## src/sv/smes_pkg.sv

```systemverilog
// Shared constants, codes and types for the sparse matrix entry store.
// Depends on nothing; smes_if and the top level refer to it by scoped names.
package smes_pkg;

  localparam int CAPACITY = 64;
  localparam int SLOT_W   = $clog2(CAPACITY);
  localparam int ROW_W    = 10;
  localparam int COL_W    = 10;
  localparam int VAL_W    = 32;
  localparam int BOUND_W  = 11;
  localparam int STAT_W   = 2;
  localparam int MAX_ROWS = 1024;
  localparam int MAX_COLS = 1024;
  localparam int PADDR_W  = 3;
  localparam int PDATA_W  = 32;

  localparam logic [BOUND_W-1:0] MAX_ROWS_B = BOUND_W'(MAX_ROWS);
  localparam logic [BOUND_W-1:0] MAX_COLS_B = BOUND_W'(MAX_COLS);

  localparam logic OP_READ  = 1'b0;
  localparam logic OP_WRITE = 1'b1;

  localparam logic REG_ROWS = 1'b0;
  localparam logic REG_COLS = 1'b1;

  typedef enum logic [STAT_W-1:0] {
    ST_OK    = 2'd0,
    ST_RANGE = 2'd1,
    ST_FULL  = 2'd2
  } status_t;

  typedef enum logic [1:0] {
    S_IDLE,
    S_SCAN,
    S_LAST,
    S_DONE
  } state_t;

  typedef struct packed {
    logic [ROW_W-1:0] row;
    logic [COL_W-1:0] col;
    logic [VAL_W-1:0] value;
  } entry_t;

  localparam int ENTRY_W = $bits(entry_t);

endpackage

```

## src/sv/smes_if.sv

```systemverilog
// Request and response channels of the sparse matrix entry store.
// Depends on smes_pkg for field widths.
interface smes_req_if;
  logic                              valid;
  logic                              ready;
  logic                              op;
  logic [smes_pkg::ROW_W-1:0]        row;
  logic [smes_pkg::COL_W-1:0]        col;
  logic signed [smes_pkg::VAL_W-1:0] write_value;

  modport source (output valid, op, row, col, write_value, input ready);
  modport sink (input valid, op, row, col, write_value, output ready);
endinterface

interface smes_rsp_if;
  logic                               valid;
  logic                               ready;
  logic signed [smes_pkg::VAL_W-1:0]  read_value;
  logic                               found;
  logic [smes_pkg::STAT_W-1:0]        status;

  modport source (output valid, read_value, found, status, input ready);
  modport sink (input valid, read_value, found, status, output ready);
endinterface

```

## src/sv/smes_ram.sv

```systemverilog
// Generic single-write, single-read RAM with registered read data.
// Depends on nothing.
module smes_ram #(
  parameter int WIDTH = 8,
  parameter int DEPTH = 16
) (
  input  logic                     clk,
  input  logic                     we,
  input  logic [$clog2(DEPTH)-1:0] waddr,
  input  logic [WIDTH-1:0]         wdata,
  input  logic [$clog2(DEPTH)-1:0] raddr,
  output logic [WIDTH-1:0]         rdata
);

  logic [WIDTH-1:0] mem [DEPTH];

  always_ff @(posedge clk) begin
    if (we) begin
      mem[waddr] <= wdata;
    end
    rdata <= mem[raddr];
  end

endmodule

```

## src/sv/sparse_matrix_entry_store.sv

```systemverilog
// Top level of the sparse matrix entry store: APB register port, slot scan sequencer.
// Depends on smes_pkg, smes_req_if, smes_rsp_if and smes_ram.
//
// Each word on req is one read or write at a (row, col) coordinate; each produces one
// word on rsp. The entries live in a 64-slot table held in a single RAM plus a row of
// valid flags. An in-range request scans the whole table, one RAM read per slot: the
// sequencer accepts it in S_IDLE, reads the slots in S_SCAN, makes the last compare in
// S_LAST and commits in S_DONE once the output register is free; an out-of-range
// request goes from S_IDLE straight to S_DONE. The RAM read port sets the scan length.
// req is ready only when the sequencer is idle; a finished response waits in the output
// register while the next word is taken.
// Registers: rows_in_use at 0x0, cols_in_use at 0x4, both 11 bits, reset 1024.
module sparse_matrix_entry_store (
  input  logic                         clk,
  input  logic                         rst,
  input  logic                         psel,
  input  logic                         penable,
  input  logic                         pwrite,
  input  logic [smes_pkg::PADDR_W-1:0] paddr,
  input  logic [smes_pkg::PDATA_W-1:0] pwdata,
  output logic [smes_pkg::PDATA_W-1:0] prdata,
  output logic                         pready,
  smes_req_if.sink                     req,
  smes_rsp_if.source                   rsp
);

  smes_pkg::state_t state, state_next;

  logic [smes_pkg::BOUND_W-1:0] rows_in_use;
  logic [smes_pkg::BOUND_W-1:0] cols_in_use;
  logic [smes_pkg::BOUND_W-1:0] row_bound;
  logic [smes_pkg::BOUND_W-1:0] col_bound;

  logic                        item_op;
  logic [smes_pkg::ROW_W-1:0]  item_row;
  logic [smes_pkg::COL_W-1:0]  item_col;
  logic [smes_pkg::VAL_W-1:0]  item_value;
  logic                        range_err;

  logic [smes_pkg::SLOT_W-1:0] scan_idx;
  logic                        chk_en;
  logic [smes_pkg::SLOT_W-1:0] chk_idx;
  logic                        hit;
  logic [smes_pkg::SLOT_W-1:0] hit_idx;
  logic [smes_pkg::VAL_W-1:0]  hit_value;
  logic                        free_ok;
  logic [smes_pkg::SLOT_W-1:0] free_idx;

  logic [smes_pkg::CAPACITY-1:0] slot_valid;

  smes_pkg::entry_t            rd_data;
  smes_pkg::entry_t            wr_data;
  logic                        ram_we;
  logic [smes_pkg::SLOT_W-1:0] ram_waddr;

  logic                        out_valid;
  logic [smes_pkg::VAL_W-1:0]  out_value;
  logic                        out_found;
  smes_pkg::status_t           out_status;

  logic                        accept;
  logic                        load;
  logic                        in_range;
  logic                        valid_set;
  logic                        valid_clr;
  logic [smes_pkg::SLOT_W-1:0] valid_idx;
  logic [smes_pkg::VAL_W-1:0]  res_value;
  logic                        res_found;
  smes_pkg::status_t           res_status;

  // Register port
  assign pready = 1'b1;

  always_ff @(posedge clk) begin
    if (rst) begin
      rows_in_use <= smes_pkg::MAX_ROWS_B;
      cols_in_use <= smes_pkg::MAX_COLS_B;
    end else if (psel && penable && pwrite) begin
      case (paddr[2])
        smes_pkg::REG_ROWS: rows_in_use <= pwdata[smes_pkg::BOUND_W-1:0];
        smes_pkg::REG_COLS: cols_in_use <= pwdata[smes_pkg::BOUND_W-1:0];
        default: ;
      endcase
    end
  end

  always_comb begin
    case (paddr[2])
      smes_pkg::REG_ROWS: prdata = smes_pkg::PDATA_W'(rows_in_use);
      smes_pkg::REG_COLS: prdata = smes_pkg::PDATA_W'(cols_in_use);
      default:            prdata = '0;
    endcase
  end

  assign row_bound = (rows_in_use < smes_pkg::MAX_ROWS_B) ? rows_in_use : smes_pkg::MAX_ROWS_B;
  assign col_bound = (cols_in_use < smes_pkg::MAX_COLS_B) ? cols_in_use : smes_pkg::MAX_COLS_B;
  assign in_range  = (smes_pkg::BOUND_W'(req.row) < row_bound) &&
                     (smes_pkg::BOUND_W'(req.col) < col_bound);

  // Sequencer
  always_ff @(posedge clk) begin
    if (rst) begin
      state <= smes_pkg::S_IDLE;
    end else begin
      state <= state_next;
    end
  end

  always_comb begin
    state_next = state;
    case (state)
      smes_pkg::S_IDLE: begin
        if (req.valid) begin
          state_next = in_range ? smes_pkg::S_SCAN : smes_pkg::S_DONE;
        end
      end
      smes_pkg::S_SCAN: begin
        if (scan_idx == smes_pkg::SLOT_W'(smes_pkg::CAPACITY - 1)) begin
          state_next = smes_pkg::S_LAST;
        end
      end
      smes_pkg::S_LAST: state_next = smes_pkg::S_DONE;
      smes_pkg::S_DONE: begin
        if (load) begin
          state_next = smes_pkg::S_IDLE;
        end
      end
      default: state_next = smes_pkg::S_IDLE;
    endcase
  end

  always_comb begin
    req.ready  = 1'b0;
    load       = 1'b0;
    ram_we     = 1'b0;
    ram_waddr  = hit_idx;
    valid_set  = 1'b0;
    valid_clr  = 1'b0;
    valid_idx  = hit_idx;
    res_value  = '0;
    res_found  = 1'b0;
    res_status = smes_pkg::ST_OK;
    case (state)
      smes_pkg::S_IDLE: req.ready = 1'b1;
      smes_pkg::S_DONE: begin
        load = !out_valid || rsp.ready;
        if (range_err) begin
          res_status = smes_pkg::ST_RANGE;
        end else if (item_op == smes_pkg::OP_READ) begin
          res_found = hit;
          res_value = hit ? hit_value : '0;
        end else begin
          res_found = hit;
          if (hit) begin
            ram_we    = load && (item_value != '0);
            valid_clr = load && (item_value == '0);
          end else if (item_value != '0) begin
            if (free_ok) begin
              ram_we    = load;
              ram_waddr = free_idx;
              valid_set = load;
              valid_idx = free_idx;
            end else begin
              res_status = smes_pkg::ST_FULL;
            end
          end
        end
      end
      default: ;
    endcase
  end

  assign accept = req.valid && req.ready;

  // Hold the item, advance the scan
  always_ff @(posedge clk) begin
    if (accept) begin
      item_op    <= req.op;
      item_row   <= req.row;
      item_col   <= req.col;
      item_value <= req.write_value;
      range_err  <= !in_range;
    end
  end

  always_ff @(posedge clk) begin
    if (rst) begin
      scan_idx <= '0;
      chk_en   <= 1'b0;
      chk_idx  <= '0;
      hit      <= 1'b0;
      free_ok  <= 1'b0;
    end else begin
      chk_en  <= (state == smes_pkg::S_SCAN);
      chk_idx <= scan_idx;
      if (accept) begin
        scan_idx <= '0;
        hit      <= 1'b0;
        free_ok  <= 1'b0;
      end else begin
        if (state == smes_pkg::S_SCAN) begin
          scan_idx <= scan_idx + 1'b1;
        end
        if (chk_en) begin
          if (slot_valid[chk_idx]) begin
            if (!hit && rd_data.row == item_row && rd_data.col == item_col) begin
              hit <= 1'b1;
            end
          end else if (!free_ok) begin
            free_ok <= 1'b1;
          end
        end
      end
    end
  end

  always_ff @(posedge clk) begin
    if (chk_en) begin
      if (slot_valid[chk_idx]) begin
        if (!hit && rd_data.row == item_row && rd_data.col == item_col) begin
          hit_idx   <= chk_idx;
          hit_value <= rd_data.value;
        end
      end else if (!free_ok) begin
        free_idx <= chk_idx;
      end
    end
  end

  // Slot table
  always_ff @(posedge clk) begin
    if (rst) begin
      slot_valid <= '0;
    end else if (valid_set) begin
      slot_valid[valid_idx] <= 1'b1;
    end else if (valid_clr) begin
      slot_valid[valid_idx] <= 1'b0;
    end
  end

  assign wr_data.row   = item_row;
  assign wr_data.col   = item_col;
  assign wr_data.value = item_value;

  smes_ram #(
    .WIDTH (smes_pkg::ENTRY_W),
    .DEPTH (smes_pkg::CAPACITY)
  ) u_slots (
    .clk   (clk),
    .we    (ram_we),
    .waddr (ram_waddr),
    .wdata (wr_data),
    .raddr (scan_idx),
    .rdata (rd_data)
  );

  // Response register
  always_ff @(posedge clk) begin
    if (rst) begin
      out_valid <= 1'b0;
    end else if (load) begin
      out_valid <= 1'b1;
    end else if (rsp.ready) begin
      out_valid <= 1'b0;
    end
  end

  always_ff @(posedge clk) begin
    if (load) begin
      out_value  <= res_value;
      out_found  <= res_found;
      out_status <= res_status;
    end
  end

  assign rsp.valid      = out_valid;
  assign rsp.read_value = out_value;
  assign rsp.found      = out_found;
  assign rsp.status     = out_status;

  a_accept_busy: assert property (@(posedge clk) disable iff (rst)
    accept |=> state != smes_pkg::S_IDLE)
    else $error("sequencer stayed idle after taking a word");

  a_rsp_from_done: assert property (@(posedge clk) disable iff (rst)
    $rose(rsp.valid) |-> $past(state) == smes_pkg::S_DONE)
    else $error("response raised outside the commit state");

  a_valid_only_commit: assert property (@(posedge clk) disable iff (rst)
    state != smes_pkg::S_DONE |=> $stable(slot_valid))
    else $error("slot flags changed outside the commit state");

  a_no_found_on_error: assert property (@(posedge clk) disable iff (rst)
    rsp.valid |-> !(rsp.found && rsp.status != smes_pkg::ST_OK))
    else $error("found flagged on an error response");

endmodule
```

## src/flat_wrapper.sv

```systemverilog
// flat-port wrapper written by rule: the top's interface ports become plain ports
module sparse_matrix_entry_store_flat 
  (clk, rst, psel, penable, pwrite, paddr, pwdata, prdata, pready, req_valid, req_op, req_row, req_col, req_write_value, req_ready, rsp_valid, rsp_read_value, rsp_found, rsp_status, rsp_ready);
  smes_req_if req_i ();
  smes_rsp_if rsp_i ();
  input  logic clk;
  input  logic rst;
  input  logic psel;
  input  logic penable;
  input  logic pwrite;
  input  logic [smes_pkg::PADDR_W-1:0] paddr;
  input  logic [smes_pkg::PDATA_W-1:0] pwdata;
  output logic [smes_pkg::PDATA_W-1:0] prdata;
  output logic pready;
  input wire logic [$bits(req_i.valid)-1:0] req_valid;
  input wire logic [$bits(req_i.op)-1:0] req_op;
  input wire logic [$bits(req_i.row)-1:0] req_row;
  input wire logic [$bits(req_i.col)-1:0] req_col;
  input wire logic [$bits(req_i.write_value)-1:0] req_write_value;
  output wire logic [$bits(req_i.ready)-1:0] req_ready;
  output wire logic [$bits(rsp_i.valid)-1:0] rsp_valid;
  output wire logic [$bits(rsp_i.read_value)-1:0] rsp_read_value;
  output wire logic [$bits(rsp_i.found)-1:0] rsp_found;
  output wire logic [$bits(rsp_i.status)-1:0] rsp_status;
  input wire logic [$bits(rsp_i.ready)-1:0] rsp_ready;
  assign req_i.valid = req_valid;
  assign req_i.op = req_op;
  assign req_i.row = req_row;
  assign req_i.col = req_col;
  assign req_i.write_value = req_write_value;
  assign req_ready = req_i.ready;
  assign rsp_valid = rsp_i.valid;
  assign rsp_read_value = rsp_i.read_value;
  assign rsp_found = rsp_i.found;
  assign rsp_status = rsp_i.status;
  assign rsp_i.ready = rsp_ready;
  sparse_matrix_entry_store u_core (.clk(clk), .rst(rst), .psel(psel), .penable(penable), .pwrite(pwrite), .paddr(paddr), .pwdata(pwdata), .prdata(prdata), .pready(pready), .req(req_i), .rsp(rsp_i));
endmodule
```

## config.mk

```make
export PLATFORM = sky130hd
export DESIGN_NAME = sparse_matrix_entry_store_flat
export DESIGN_NICKNAME = d
export VERILOG_FILES = /design/src/sv/smes_pkg.sv /design/src/sv/smes_if.sv /design/src/sv/smes_ram.sv /design/src/sv/sparse_matrix_entry_store.sv /design/src/flat_wrapper.sv
export SDC_FILE = /design/constraint.sdc
export NUM_CORES = 2
export LEC_CHECK = 0
export BUFFER_PORTS_ARGS = -buffer_cell sky130_fd_sc_hd__buf_2
export CELL_PAD_IN_SITES_DETAIL_PLACEMENT = 1
export CELL_PAD_IN_SITES_GLOBAL_PLACEMENT = 1
export CORE_UTILIZATION = 45
export DETAILED_ROUTE_END_ITERATION = 12
export PLACE_DENSITY_LB_ADDON = 0.1
export SYNTH_ARGS = -nofsm -noshare
export SYNTH_HDL_FRONTEND = slang
export SYNTH_SLANG_ARGS = --single-unit
```

## constraint.sdc

```tcl
create_clock -name clk -period 16.65 [get_ports clk]
set_clock_uncertainty 0.2 [all_clocks]
set_input_delay 4.1625 -clock clk [delete_from_list [all_inputs] [get_ports clk]]
set_output_delay 4.1625 -clock clk [all_outputs]
set_load 0.02 [all_outputs]
```

==> results.sh <==
export IMPL_fin_crit_sh_pct=56.2
export IMPL_peakVddDrop_v=0.0000991
export IMPL_synth_cell_area_um2=137000
export IMPL_maxSlewViolCount=0
export IMPL_power_density_nw_per_um2=136
export IMPL_critical_path_max_fanout=14
export IMPL_post_synth_inst_count=5674
export IMPL_dp_worst_setup_slack_ps=7300
export IMPL_grtUsageTotal_pct=24.8
export IMPL_grt_pass1_wl_mm=529
export IMPL_holdWs_ps=203
export IMPL_synthAdderAreaFrac_pct=0.210
export IMPL_final_net_count=6223
export IMPL_fin_ws_ps=7290
export IMPL_cts_root_buffer="sky130_fd_sc_hd__clkbuf_16"
export IMPL_cts_htree_levels=5
export IMPL_cts_num_sinks=3617
export IMPL_final_layout_size_suffix_gt1_share_pct=32.7
export IMPL_synth_commonest_cells="3,461 x sky130_fd_sc_hd__edfxtp_1, 1,104 x sky130_fd_sc_hd__mux4_2, 188 x sky130_fd_sc_hd__clkbuf_1"
export IMPL_dieHeight_um=554
export IMPL_die_area_um2=307000
export IMPL_cts_made_buffers=380
export IMPL_synth_area_mux_share_pct=18.4
export IMPL_clock_path_buffers=4
export IMPL_final_routed_wirelength_mm=380
export IMPL_totalNegativeSetupSlack_ps=0
export IMPL_combinational_family_with_the_most_area_after_synthesis="multiplexers"
export IMPL_routed_via_count=63500
export IMPL_ant_nets=0
export IMPL_post_cts_resized_instances=0
export IMPL_tritoncts_clock_tree="built"
export IMPL_synth_seq_cells=3617
export IMPL_gp_congestion=0.753
export IMPL_grt_setup_unrepaired="false"
export IMPL_grt_antenna_before_repair=11
export IMPL_finalNonFillerCells=10400
export IMPL_timing_max_cap_violations=0
export IMPL_critical_path_class="in2out"
export IMPL_drt_pass1_iterations=6
export IMPL_synth_area_leader="sky130_fd_sc_hd__edfxtp_1"
export IMPL_worst_ep_required_time_ps=12290
export IMPL_placedCellCount=9701
export IMPL_worstSkewPairLatency_ps=960
export IMPL_synth_xor_xnor_area_share_pct=0.153
export IMPL_post_synth_cell_area_avg_um2=24.2
export IMPL_power_leakage_nw=46.9
export IMPL_grt_pass1_vias=66800
export IMPL_globalRouteOverflowTotal=0
export IMPL_post_dp_hpwl_mm=202
export IMPL_rows=202
export IMPL_count_of_unresolved_drc_violations_after_routing=0
export IMPL_cts_setup_buffers=0
export IMPL_synth_top_area_share_pct=75.8
export IMPL_timing_final_crit_period_ps=9360
export IMPL_setup_worst_path_start_class="input port"
export IMPL_hold_path_class="reg2reg"
export IMPL_floorplan_core_area_um2=303000
export IMPL_worst_setup_path_end_kind="output port"
export IMPL_timing_max_slew_rel_slack_pct=12.8
export IMPL_total_power_w=0.0212
export IMPL_timing_worst_slew_pin_value_ps=1300
export IMPL_ys_warnings_count=0
export IMPL_routed_via_density=6.11
export IMPL_effective_utilization_at_floorplan_pct=45.3
export IMPL_num_io_pins=165
export IMPL_horiz_die_dim_um=554
export IMPL_finalHoldViolCount=0
export IMPL_seq_area_um2=107000
export IMPL_synthToLayoutAreaGrowth_pct=13.7
export IMPL_synthFlopType="sky130_fd_sc_hd__edfxtp_1"
export IMPL_ys_async_sr_fraction_pct=0
export IMPL_route_detailed_wl_per_inst_um=36.5
export IMPL_multi_input_comb_area_um2=29300
export IMPL_port_buffer_count=119
export IMPL_drt_iter0_drc=7311
export IMPL_yosys_cell_count_top_type="sky130_fd_sc_hd__edfxtp_1"
export IMPL_worst_endpoint_arrival_ps=5000
export IMPL_grt_start_max_net_pins=124
export IMPL_yosys_cell_types_count=49
export IMPL_status="completed"
export IMPL_timing_final_setup_violations=0
export IMPL_maxClockFrequency_ghz=0.107
export IMPL_synthSimpleGateAreaFrac_pct=1.35
export IMPL_path_clk_slew_ps=60
export IMPL_ys_seq_area_share_pct=78.1
export IMPL_synth_top_cells_by_area="sky130_fd_sc_hd__edfxtp_1 76%, sky130_fd_sc_hd__mux4_2 18%, sky130_fd_sc_hd__dfxtp_1 2.3%"
export IMPL_synth_compound_gate_area_share_pct=0.796
export IMPL_count_of_flip_flops_with_a_built_in_enable_after_synthesis=3461
export IMPL_num_fill_cells=25700
export IMPL_cts_hold_buffers_added=0
-- layer usage --
metal / share of wire [%] / global-route usage, %
met1: 43 / 35.3
met4: 2.2 / 5.80
met5: 0 / 0
met3: 5.7 / 3.09
met2: 50 / 41.0
-- layout make-up --
class / instances / area share (%)
antenna: 7 / 0.0112
clock inverter: 189 / 1.13
clock buffer: 504 / 6.64
tap: 3978 / 3.19
inverter: 17 / 0.0409
multi-input combinational: 1742 / 18.8
sequential: 3617 / 68.7
timing repair buffer: 347 / 1.53
-- sequential cells by signal, summed over array words and instances (netlist names), 2 cells and up, named ones only --
register	count
u_core.u_slots.mem	3328
u_core.u_slots.rdata	52
u_core.hit_value	32
u_core.item_value	32
u_core.rsp.read_value	32
u_core.cols_in_use	11
u_core.rows_in_use	11
u_core.item_col	10
u_core.item_row	10
u_core.chk_idx	6
u_core.free_idx	6
u_core.hit_idx	6
u_core.scan_idx	6
u_core.rsp.status	2
u_core.state	2
-- layout by cell type, fill, tap and decap left out, types with 8 or more instances in the layout --
cell type / Yosys / layout
sky130_fd_sc_hd__edfxtp_1: 3461 / 3461
sky130_fd_sc_hd__mux4_2: 1104 / 1104
sky130_fd_sc_hd__clkbuf_16: 0 / 384
sky130_fd_sc_hd__buf_4: 26 / 222
sky130_fd_sc_hd__dfxtp_1: 156 / 150
sky130_fd_sc_hd__buf_2: 51 / 119
sky130_fd_sc_hd__clkbuf_1: 188 / 91
sky130_fd_sc_hd__nand2_1: 87 / 87
sky130_fd_sc_hd__clkinv_2: 0 / 72
sky130_fd_sc_hd__nor2_4: 0 / 64
sky130_fd_sc_hd__clkinv_1: 0 / 64
sky130_fd_sc_hd__o211ai_1: 55 / 55
sky130_fd_sc_hd__a21oi_1: 44 / 43
sky130_fd_sc_hd__o21ai_0: 43 / 43
sky130_fd_sc_hd__nand2b_1: 33 / 33
sky130_fd_sc_hd__and2_1: 34 / 33
sky130_fd_sc_hd__nand3_1: 30 / 30
sky130_fd_sc_hd__clkbuf_8: 0 / 29
sky130_fd_sc_hd__bufinv_16: 0 / 24
sky130_fd_sc_hd__ha_1: 23 / 23
sky130_fd_sc_hd__nor2_1: 86 / 22
sky130_fd_sc_hd__conb_1: 2 / 22
sky130_fd_sc_hd__mux2_2: 21 / 21
sky130_fd_sc_hd__nor2b_1: 21 / 19
sky130_fd_sc_hd__xor2_1: 18 / 18
sky130_fd_sc_hd__inv_1: 17 / 16
sky130_fd_sc_hd__nor4_1: 14 / 14
sky130_fd_sc_hd__nand4_1: 12 / 12
sky130_fd_sc_hd__nand3b_1: 11 / 11
sky130_fd_sc_hd__o22ai_1: 10 / 10
sky130_fd_sc_hd__nor3b_1: 11 / 10
sky130_fd_sc_hd__nor3_1: 9 / 8
sky130_fd_sc_hd__inv_16: 0 / 8
-- path summary, 6_finish.rpt --
kind / end / from / slack [ps] / cells past startpoint
max: prdata[8] / paddr[2] / 7290 / 3
min: u_core.hit_value[10] / u_core.u_slots.rdata[10] / 200 / 0
max reg2reg: u_core.u_slots.mem[44][41] / u_core.item_value[13] / 9360 / 10
min reg2reg: u_core.hit_value[10] / u_core.u_slots.rdata[10] / 200 / 0
-- critical path, stage by stage --
cell	delay [ps]
sky130_fd_sc_hd__buf_2	290
sky130_fd_sc_hd__mux2_2	380
sky130_fd_sc_hd__buf_2	160
-- power breakdown --
part | internal (W) | switching [W]
Combinational | 0.00101 | 0.00136
Clock | 0.00475 | 0.00356
Sequential | 0.0105 | 0.0000757
Total | 0.0162 | 0.00499
-- kinds of logic after synthesis --
logic type	count (synthesis)
flops	3617
mux	1136
simple gates	363
buf+inv	335
compound gates	174
xor+xnor	24
fa+ha+maj	23
other cells	2
-- metrics by stage --
stage	util, %	cell area, µm²
floorplan	-	137000
global placement	47.5	144000
detailed placement	47.5	144000
CTS	51.5	156000
global route	51.5	156000
finish	51.5	156000
(Power assumes the default switching activity.)
